===== config.mk =====
export PLATFORM = sky130hd
export DESIGN_NAME = load_cell_adc_reader_with_tare
export DESIGN_NICKNAME = d
export VERILOG_FILES = /design/src/hdl/lcr_pkg.sv /design/src/hdl/lcr_scale.sv /design/src/hdl/load_cell_adc_reader_with_tare.sv
export SDC_FILE = /design/constraint.sdc
export NUM_CORES = 2
export LEC_CHECK = 0
export BUFFER_PORTS_ARGS = -buffer_cell sky130_fd_sc_hd__buf_2
export CAP_MARGIN = 10
export CORE_MARGIN = 3
export CORE_UTILIZATION = 45
export DETAILED_ROUTE_END_ITERATION = 7
export RECOVER_POWER = 25
export SETUP_SLACK_MARGIN = 0.3
export SLEW_MARGIN = 20
export SYNTH_ARGS = -nofsm -noshare
export SYNTH_HDL_FRONTEND = slang
export SYNTH_SLANG_ARGS = --single-unit

===== constraint.sdc =====
create_clock -name clk_i -period 8.64 [get_ports clk_i]
set_input_delay 2.592 -clock clk_i [delete_from_list [all_inputs] [get_ports clk_i]]
set_output_delay 2.592 -clock clk_i [all_outputs]
set_load 0.02 [all_outputs]

===== src/hdl/lcr_pkg.sv =====
// Shared types and constants for the load cell converter reader.
package lcr_pkg;

  // Magnitude of (raw - zero): raw and zero both fit 33 signed bits.
  localparam int unsigned DIFF_W = 34;
  localparam int unsigned MAG_W  = 33;
  localparam int unsigned GAIN_W = 32;
  localparam int unsigned TMO_W  = 24;
  localparam int unsigned DG_W   = 16;
  localparam int unsigned CNT_W  = 4;
  localparam int unsigned TARE_SAMPLES = 8;
  localparam int unsigned DG_LIMIT     = 32000;
  localparam logic [TMO_W-1:0] TMO_RESET = 24'd500000;

  typedef enum logic [1:0] {
    CFG_ZERO_OFFSET = 2'd0,
    CFG_GAIN_Q16    = 2'd1,
    CFG_TARE_TMO    = 2'd2,
    CFG_UNUSED      = 2'd3
  } cfg_idx_e;

  typedef enum logic {
    MODE_IDLE  = 1'b0,
    MODE_SHIFT = 1'b1
  } mode_e;

  // First stage result, carried to the scaling stage.
  typedef struct packed {
    logic             sck;
    logic             fresh;
    logic             done;
    logic             timed_out;
    logic             taring;
    logic             neg;
    logic [MAG_W-1:0] mag;
  } stage_t;

endpackage


===== src/hdl/lcr_scale.sv =====
// Gain multiply, truncation and saturation of one reading magnitude.
module lcr_scale (
  input  logic [lcr_pkg::MAG_W-1:0]  mag_i,
  input  logic                       neg_i,
  input  logic [lcr_pkg::GAIN_W-1:0] gain_i,
  output logic signed [lcr_pkg::DG_W-1:0] reading_o
);
  import lcr_pkg::*;

  logic [63:0]     prod;
  logic [47:0]     quot;
  logic            sat;
  logic [DG_W-1:0] mag_dg;

  assign prod   = 64'(mag_i[31:0]) * 64'(gain_i);
  assign quot   = prod[63:16];
  // zero gain always reads 0; otherwise magnitudes of 2^32 or more, or scaled values above DG_LIMIT, saturate
  assign sat    = (gain_i != '0) & (mag_i[MAG_W-1] | (quot > 48'(DG_LIMIT)));
  assign mag_dg = sat ? DG_W'(DG_LIMIT) : quot[DG_W-1:0];

  always_comb begin
    if (neg_i) begin
      reading_o = -$signed(mag_dg);
    end else begin
      reading_o = $signed(mag_dg);
    end
  end

endmodule


===== src/hdl/load_cell_adc_reader_with_tare.sv =====
// Top level: serial load cell converter reader with tare averaging and scaling.
//
//  channel  | handshake                 | payload
//  ---------+---------------------------+----------------------------------------------
//  in       | in_valid_i / in_ready_o   | action_i, dout_level_i
//  out      | out_valid_o / out_ready_i | sck_level_o, weight_dg_o, new_reading_o,
//           |                           | tare_done_o, tare_timed_out_o, taring_o
//  cfg      | cfg_we_i (no wait)        | cfg_index_i, cfg_data_i
//
// One item per cycle while the output is not stalled; each result is registered
// in stage one and then in the output register before it is valid on the outputs.
// Stage one updates the bit shifter and tare state, stage two runs the gain
// multiply and loads the output register. Both stages advance together and
// hold while the output is stalled. Reset clears all but the stage-one payload,
// sets gain to 0 and tare timeout to 500000 ticks; no clearing pass is needed.
module load_cell_adc_reader_with_tare #(
  parameter int unsigned SAMPLE_BITS = 24
) (
  input  logic               clk_i,
  input  logic               rst_ni,
  input  logic               in_valid_i,
  output logic               in_ready_o,
  input  logic               action_i,
  input  logic               dout_level_i,
  output logic               out_valid_o,
  input  logic               out_ready_i,
  output logic               sck_level_o,
  output logic signed [15:0] weight_dg_o,
  output logic               new_reading_o,
  output logic               tare_done_o,
  output logic               tare_timed_out_o,
  output logic               taring_o,
  input  logic               cfg_we_i,
  input  logic [1:0]         cfg_index_i,
  input  logic [31:0]        cfg_data_i
);
  import lcr_pkg::*;

  localparam int unsigned ZP_W  = (SAMPLE_BITS > 24) ? SAMPLE_BITS : 24;
  localparam int unsigned SUM_W = SAMPLE_BITS + 3;
  localparam int unsigned PC_W  = $clog2(SAMPLE_BITS + 2);

  logic                    adv;
  logic                    in_xfer;

  mode_e                   mode_q, mode_d;
  logic [PC_W-1:0]         pc_q, pc_d;
  logic                    ch_q, ch_d;
  logic [SAMPLE_BITS-1:0]  shift_q, shift_d;
  logic signed [ZP_W-1:0]  zp_q, zp_d;
  logic signed [SUM_W-1:0] sum_q, sum_d;
  logic [CNT_W-1:0]        cnt_q, cnt_d;
  logic [TMO_W-1:0]        wait_q, wait_d;
  logic                    pend_q, pend_d;
  logic [GAIN_W-1:0]       gain_q;
  logic [TMO_W-1:0]        tmo_q;

  stage_t                  s1_q, s1_d;
  logic                    s1_valid_q;

  logic                    out_valid_q;
  logic                    out_sck_q, out_fresh_q, out_done_q, out_to_q, out_taring_q;
  logic signed [DG_W-1:0]  held_q;
  logic signed [DG_W-1:0]  scaled;

  logic signed [SUM_W-1:0]  raw_sum;
  logic signed [SUM_W-1:0]  sum_new;
  logic signed [SUM_W-1:0]  sum_adj;
  logic signed [SUM_W-1:0]  avg;
  logic signed [DIFF_W-1:0] diff;
  logic [DIFF_W-1:0]        diff_abs;

  // whole pipeline moves when the output register is free or being drained
  assign adv        = !out_valid_q || out_ready_i;
  assign in_ready_o = adv;
  assign in_xfer    = in_valid_i && adv;

  assign raw_sum  = $signed({{3{shift_q[SAMPLE_BITS-1]}}, shift_q});
  assign sum_new  = sum_q + raw_sum;
  // truncate toward zero: bias negatives before the shift
  assign sum_adj  = sum_new + (sum_new[SUM_W-1] ? SUM_W'(TARE_SAMPLES - 1) : '0);
  assign avg      = sum_adj >>> $clog2(TARE_SAMPLES);
  assign diff     = $signed({{(DIFF_W-SAMPLE_BITS){shift_q[SAMPLE_BITS-1]}}, shift_q})
                  - $signed({{(DIFF_W-ZP_W){zp_q[ZP_W-1]}}, zp_q});
  assign diff_abs = diff[DIFF_W-1] ? -diff : diff;

  always_comb begin
    mode_d  = mode_q;
    pc_d    = pc_q;
    ch_d    = ch_q;
    shift_d = shift_q;
    zp_d    = zp_q;
    sum_d   = sum_q;
    cnt_d   = cnt_q;
    wait_d  = wait_q;
    pend_d  = pend_q;
    s1_d    = '0;
    if (action_i) begin
      pend_d = 1'b1;
      sum_d  = '0;
      cnt_d  = '0;
      wait_d = '0;
    end else if (mode_q == MODE_IDLE) begin
      if (!dout_level_i) begin
        mode_d  = MODE_SHIFT;
        shift_d = '0;
        pc_d    = PC_W'(1);
        ch_d    = 1'b1;
      end else if (pend_q) begin
        if (wait_q >= tmo_q) begin
          pend_d          = 1'b0;
          sum_d           = '0;
          cnt_d           = '0;
          wait_d          = '0;
          s1_d.timed_out  = 1'b1;
        end else begin
          wait_d = wait_q + 1'b1;
        end
      end
    end else if (ch_q) begin
      if (pc_q <= PC_W'(SAMPLE_BITS)) begin
        shift_d = {shift_q[SAMPLE_BITS-2:0], dout_level_i};
      end
      ch_d = 1'b0;
      // the gain-select pulse ends the conversion; no shift on that pulse
      if (pc_q >= PC_W'(SAMPLE_BITS + 1)) begin
        mode_d = MODE_IDLE;
        pc_d   = '0;
        if (pend_q) begin
          sum_d  = sum_new;
          cnt_d  = cnt_q + 1'b1;
          wait_d = '0;
          if (cnt_q == CNT_W'(TARE_SAMPLES - 1)) begin
            zp_d      = ZP_W'(avg);
            pend_d    = 1'b0;
            sum_d     = '0;
            cnt_d     = '0;
            s1_d.done = 1'b1;
          end
        end else begin
          s1_d.fresh = 1'b1;
          s1_d.neg   = diff[DIFF_W-1];
          s1_d.mag   = diff_abs[MAG_W-1:0];
        end
      end
    end else begin
      pc_d = pc_q + 1'b1;
      ch_d = 1'b1;
    end
    s1_d.sck    = ch_d;
    s1_d.taring = pend_d;
  end

  always_ff @(posedge clk_i or negedge rst_ni) begin
    if (!rst_ni) begin
      mode_q  <= MODE_IDLE;
      pc_q    <= '0;
      ch_q    <= 1'b0;
      shift_q <= '0;
      zp_q    <= '0;
      sum_q   <= '0;
      cnt_q   <= '0;
      wait_q  <= '0;
      pend_q  <= 1'b0;
      gain_q  <= '0;
      tmo_q   <= TMO_RESET;
    end else begin
      if (in_xfer) begin
        mode_q  <= mode_d;
        pc_q    <= pc_d;
        ch_q    <= ch_d;
        shift_q <= shift_d;
        zp_q    <= zp_d;
        sum_q   <= sum_d;
        cnt_q   <= cnt_d;
        wait_q  <= wait_d;
        pend_q  <= pend_d;
      end
      if (cfg_we_i) begin
        unique case (cfg_idx_e'(cfg_index_i))
          CFG_ZERO_OFFSET: zp_q   <= ZP_W'($signed(cfg_data_i[23:0]));
          CFG_GAIN_Q16:    gain_q <= cfg_data_i;
          CFG_TARE_TMO:    tmo_q  <= cfg_data_i[TMO_W-1:0];
          default: ;
        endcase
      end
    end
  end

  always_ff @(posedge clk_i or negedge rst_ni) begin
    if (!rst_ni) begin
      s1_valid_q <= 1'b0;
    end else if (adv) begin
      s1_valid_q <= in_valid_i;
    end
  end

  always_ff @(posedge clk_i) begin
    if (in_xfer) begin
      s1_q <= s1_d;
    end
  end

  lcr_scale u_scale (
    .mag_i     (s1_q.mag),
    .neg_i     (s1_q.neg),
    .gain_i    (gain_q),
    .reading_o (scaled)
  );

  always_ff @(posedge clk_i or negedge rst_ni) begin
    if (!rst_ni) begin
      out_valid_q  <= 1'b0;
      out_sck_q    <= 1'b0;
      out_fresh_q  <= 1'b0;
      out_done_q   <= 1'b0;
      out_to_q     <= 1'b0;
      out_taring_q <= 1'b0;
      held_q       <= '0;
    end else if (adv) begin
      out_valid_q <= s1_valid_q;
      if (s1_valid_q) begin
        out_sck_q    <= s1_q.sck;
        out_fresh_q  <= s1_q.fresh;
        out_done_q   <= s1_q.done;
        out_to_q     <= s1_q.timed_out;
        out_taring_q <= s1_q.taring;
        if (s1_q.fresh) begin
          held_q <= scaled;
        end
      end
    end
  end

  assign out_valid_o      = out_valid_q;
  assign sck_level_o      = out_sck_q;
  assign weight_dg_o      = held_q;
  assign new_reading_o    = out_fresh_q;
  assign tare_done_o      = out_done_q;
  assign tare_timed_out_o = out_to_q;
  assign taring_o         = out_taring_q;

endmodule

=== Word level (Yosys, flattened, before mapping) ===
Cells that the tools add are included.

* Mux-type cells: 67
* $lt $le $gt $ge: 4
* Equality and inequality tests: 10
* Add/subtract/negate cells: 8
* Multiply operators: 1
* Bitwise gates (word level): 8
* Reductions and logical operators: 21

{| class="wikitable"
|+ Operators by type and width
! cell !! number
|-
| $mux 24 || 21
|-
| $mux 27 || 9
|-
| $mul 32x32->64 || 1
|-
| $gt 48x15->1 const B || 1
|-
| $mux 4 || 9
|-
| $mux 33 || 1
|-
| $neg 25->33 || 1
|-
| $mux 16 || 2
|-
| $reduce_bool 32->1 || 1
|-
| $add 27x24->27 || 1
|-
| $add 27x3->27 || 1
|-
| $sub 24x24->25 || 1
|-
| $add 24x1->24 const B || 1
|-
| $ge 24x24->1 || 1
|-
| $mux 1 || 20
|-
| $mux 5 || 4
|-
| $neg 16->16 || 1
|-
| $reduce_or 5->1 || 2
|-
| $ne 3x2->1 const B || 3
|-
| $reduce_bool 3->1 || 3
|-
| $reduce_and 2->1 || 4
|-
| $reduce_or 4->1 || 2
|-
| $reduce_and 7->1 || 1
|-
| $ne 2x1->1 const B || 3
|-
| other kinds (20) || 25
|}

* Bits of input ports: 41
* Output and inout bits: 23
* Bits in registers: 229

=== Depth between registers and ports, before layout ===
* Depth after elaboration: 12
* Mapped depth: 40

=== Hierarchy ===
A second synthesis with hierarchy kept.

* Cell total of the unflattened synthesis: 5437
* Area, all modules: 48153.7 µm²

{| class="wikitable"
|+ Modules (own cells, without submodules)
! module !! area an instance (µm²) !! cells an instance !! times used
|-
| lcr_scale || 34674.5 || 4031 || 1
|-
| load_cell_adc_reader_with_tare || 13479.2 || 1406 || 1
|}

=== Worst setup path after synthesis ===
Ideal clock, no wire load.

* Kind: register to register
* From: register s1_q[23] (netlist name)
* To: register held_q[14], in the netlist weight_dg_o[14]
* Path buffers: 3
* Arrival: 9.201 ns
* Slack: -0.703 ns
* Cell stages (with the launch flop): 37
* Required time: 8.498 ns
* Period minus slack after synthesis: 9.343 ns
* Path through: edfxtp_1 > clkbuf_1 > nand2_1 > fa_1 > inv_1 > fa_1 > inv_1 > fa_1 > fa_1 > inv_1 > fa_1 > fa_1 > fa_1 > inv_1 > fa_1 > inv_1 > ha_1 > buf_2 > and4_1 > nand2_1 > or3_1 > a211o_1 > a211o_1 > a311o_1 > o311ai_1 > nor4_1 > o2111ai_2 > o21ai_4 > buf_6 > nand2_1 > ha_1 > inv_1 > or3_1 > or3_1 > and3_1 > o21ai_1 > a31oi_1

* Word-level cells in the longest chain between the ends: 7

{| class="wikitable"
|+ RTL lines
! item !! line !! source
|-
| start: declaration || load_cell_adc_reader_with_tare.sv:58 || <nowiki>stage_t s1_q, s1_d;</nowiki>
|-
| start signal: assignment || load_cell_adc_reader_with_tare.sv:200 || <nowiki>s1_q <= s1_d;</nowiki>
|-
| $mul 32x32->64 (*) || lcr_scale.sv:15 || <nowiki>assign prod = 64'(mag_i[31:0]) * 64'(gain_i);</nowiki>
|-
| $gt 48x15->1 || lcr_scale.sv:18 || <nowiki>assign sat = (gain_i != '0) & (mag_i[MAG_W-1] | (quot > 48'(DG_LIMIT)));</nowiki>
|-
| $or 1x1->1 || lcr_scale.sv:18 ||
|-
| $and 1x1->1 || lcr_scale.sv:18 ||
|-
| $mux 16 (*) || lcr_scale.sv:19 || <nowiki>assign mag_dg = sat ? DG_W'(DG_LIMIT) : quot[DG_W-1:0];</nowiki>
|-
| $neg 16->16 || lcr_scale.sv:23 || <nowiki>reading_o = -$signed(mag_dg);</nowiki>
|-
| $mux 16 (*) || lcr_scale.sv:22 || <nowiki>if (neg_i) begin</nowiki>
|-
| end signal: assignment || load_cell_adc_reader_with_tare.sv:229 || <nowiki>held_q <= scaled;</nowiki>
|-
| end: declaration || load_cell_adc_reader_with_tare.sv:63 || <nowiki>logic signed [DG_W-1:0] held_q;</nowiki>
|}

Mark *: on every way between the ends. The rest lies on a longest branch, timed or not.
A chain may end at the register's enable or synchronous reset.

=== Final worst setup path ===
* From: register s1_q[7] (netlist name)
* To: register held_q[14], in the netlist weight_dg_o[14]

Same word-level chain as after synthesis.

==> metrics.txt <==
Die ar. 110800 um^2; Longest Clk Path Bufs 3; All-Layer GR Usage 26.58%; Syn. warnings 0; Post-synth EDFFs 39; CP arrival 9.61 ns; share of cells above drive strength 1 17.75%; most instantiated library cell after synthesis inv_1; area grow syn2layout 18.34%; HPWL after DPL 121.5 mm; Worst path max stage delay 0.59 ns; Syn Area/Cell 8.874 um^2; CP Launch Type flop; Yosys top cell area share 37.36%; final wirelength 146.5 mm; Fin Setup TNS -3.736 ns; RD Place Congestion 0.9893; minimum clock period 9.146 ns; die width 332.8 um; wire per inst 20.10 um; clk slew on worst S/H paths 0.08 ns; hold_buf cts 0; Synth Instances 5416; Hold WS 0.4850 ns; TritonRoute pass-1 iters 5; Synth top cells by count inv_1, fa_1, nand2_1; Synth area leader fa_1; Max Fclk 0.1093 GHz; non-filler cells, final 7288; post-synthesis sequential element count 229; vias in the first global route 41309; Tightest Pin Transition 4.539 ns; reg2reg path depth 35; vias 39039; Synth Cell Area 48060 um^2; Placed Cells 7182; clock skew 0.02301 ns; async set-reset flop share out of synthesis 82.97%; final worst setup slack -0.5063 ns; initial core utilization 45.53%; max-slew violation count 226; crit end category flop; Clock Tree Root clkbuf_16; first-pass GRT wire length 232.7 mm; crit path max fanout 8; Hold Path Depth 1; Slew headroom -202.6%; FP Rows 119; max cap viols 3; number of distinct library cells after synthesis 92; GRT overflow 0; RSZ-0062 raised after global routing yes; IO Port Bufs 63; status finished with violations; class of the worst hold path flop to flop; crit-path most repeated cell fa_1; final net count 7150; H-tree depth 1; Setup CP Type flop to flop; largest net degree at the start of global routing 125; CP max-delay cell fa_2; Via density 5.357; Starting DRT DRC Count 2551; initial antenna violation count 17; I/O pin cnt 64; Post-synth top flop dfrtp_1; core area 105600 um^2; dominant cells by area after synthesis fa_1, dfrtp_1, ha_1; clk_lat worst skew 0.62 ns; violations in the final reports capacitance limit, slew limit, setup timing; Routed Antenna Nets 0; Die Ht 332.8 um; Seq/Total Area, Yosys 12.35%; crit share post-route 105.9%; drc violations 0; endpoints failing hold 0; CTS tree yes; Final Setup Violations 14; CP Data Required Time 9.11 ns; total CTS buffers 29; Clock Sinks 229
[final timing paths]
kind	from	to	slack, ns
min in group asynchronous	rst_ni	gain_q[23]$_DFFE_PN0P_	3.60
max	s1_q[7]$_SDFFCE_PP0P_	weight_dg_o[14]$_DFFE_PN0P_	-0.51
min	s1_q[38]$_DFFE_PP_	sck_level_o$_DFFE_PN0P_	0.48
max reg2reg	s1_q[7]$_SDFFCE_PP0P_	weight_dg_o[14]$_DFFE_PN0P_	-0.51
min reg2reg	s1_q[38]$_DFFE_PP_	sck_level_o$_DFFE_PN0P_	0.48
max in group asynchronous	rst_ni	shift_q[2]$_DFFE_PN0P_	1.31
[sequential cells by signal (all words and copies together), names as in the netlist, 5 cells and up]
name and count:
sum_q 27, wait_q 24, pc_q 5, s1_q 39, weight_dg_o 16, tmo_q 24
zp_q 24, gain_q 32, shift_q 24
[through the flow]
| step | util [%] | setup slack (ns) | area (um^2) |
|---|---|---|---|
| 6_report | 53.88 | -0.5063 | 56870 |
| 5_1_grt | 53.86 | -0.8519 | 56860 |
| 2_1_floorplan | - | -0.2077 | 48290 |
| 3_5_place_dp | 51.54 | -0.6174 | 54410 |
| 4_1_cts | 52.91 | -0.5087 | 55860 |
| 3_3_place_gp | 51.53 | -0.6667 | 54400 |
[area by class of cell]
cell class | instances | area [um^2]
Clock buffer | 39 | 823.3
Multi-Input combinational cell | 3892 | 38290
Clock inverter | 15 | 165.2
Tap cell | 1391 | 1740
Inverter | 1019 | 3827
Antenna cell | 5 | 12.51
Fill cell | 9620 | 48690
Sequential cell | 229 | 5937
Timing Repair Buffer | 698 | 6077
[logic make-up (layout without fill, tap and decap cells)]
kind of cell             count (synthesis)  in the layout  share of synthesized area, %
AND/OR/NAND/NOR                       1775           1775                         18.02
buffers and inverters                 1302           1771                         10.23
adder cells (fa/ha/maj)               1240           1240                         46.29
AO/OA/AOI/OAI                          657            657                         8.859
flip-flops                             229            229                         12.35
XOR/XNOR                               132            132                         2.406
multiplexers                            80             80                         1.835
other                                    1             13                      0.007803
[per-layer routing]
layer,vias up,share of wire [%],track usage (%),wire length [um]
met2,991,50,46.30,72730
met3,215,4.8,2.721,7097
met1,20058,43,35.94,62830
met5,-,0.028,0,41
met4,6,2.6,5.908,3814
li1,17769,-,-,-
[cells in the final DEF (no fill, tap or decap), types with 15 or more instances in the layout]
cell | synthesis | layout
o21ai_1 | 10 | 25
clkbuf_16 | 0 | 34
nor2_1 | 172 | 167
buf_2 | 10 | 59
and2_1 | 483 | 472
nor2b_1 | 17 | 17
fa_2 | 0 | 27
nor4_1 | 28 | 20
a21oi_2 | 6 | 24
xnor2_1 | 68 | 68
buf_12 | 0 | 66
mux2_2 | 64 | 63
o31ai_1 | 30 | 26
xor2_1 | 64 | 64
a211oi_1 | 20 | 15
nand4_1 | 46 | 46
nand2b_1 | 24 | 23
a21oi_1 | 181 | 154
dfrtp_1 | 183 | 181
buf_4 | 0 | 537
a21o_1 | 45 | 45
a22o_1 | 24 | 24
nand3_1 | 54 | 54
nor3_1 | 48 | 46
edfxtp_1 | 39 | 39
ha_4 | 0 | 24
o211ai_1 | 21 | 21
fa_1 | 897 | 870
inv_1 | 1019 | 995
buf_6 | 2 | 20
and3_1 | 30 | 29
a31oi_1 | 21 | 21
nand2_1 | 801 | 792
ha_1 | 343 | 316
inv_2 | 0 | 22
o21ai_0 | 156 | 132
[critical path: cells and delay by family, from the launching register on]
family | cells | cell delay [ns]
buffers and inverters | 8 | 0.48
DFF | 1 | 0.42
AOI/OAI and AO/OA | 8 | 1.69
adders and majority gates | 10 | 4.61
and+or+nand+nor | 9 | 1.78
[what timing repair did]
action                     in CTS  in global routing
pin swaps                      30                119
resized for setup              75                170
cloned                          0                  5
setup buffers                  17                 25
setup endpoints to repair      16                 16
Power is left out: the tool's default activity adds up to more than one toggle a clock period on the data nets, which glitch-free logic cannot reach.
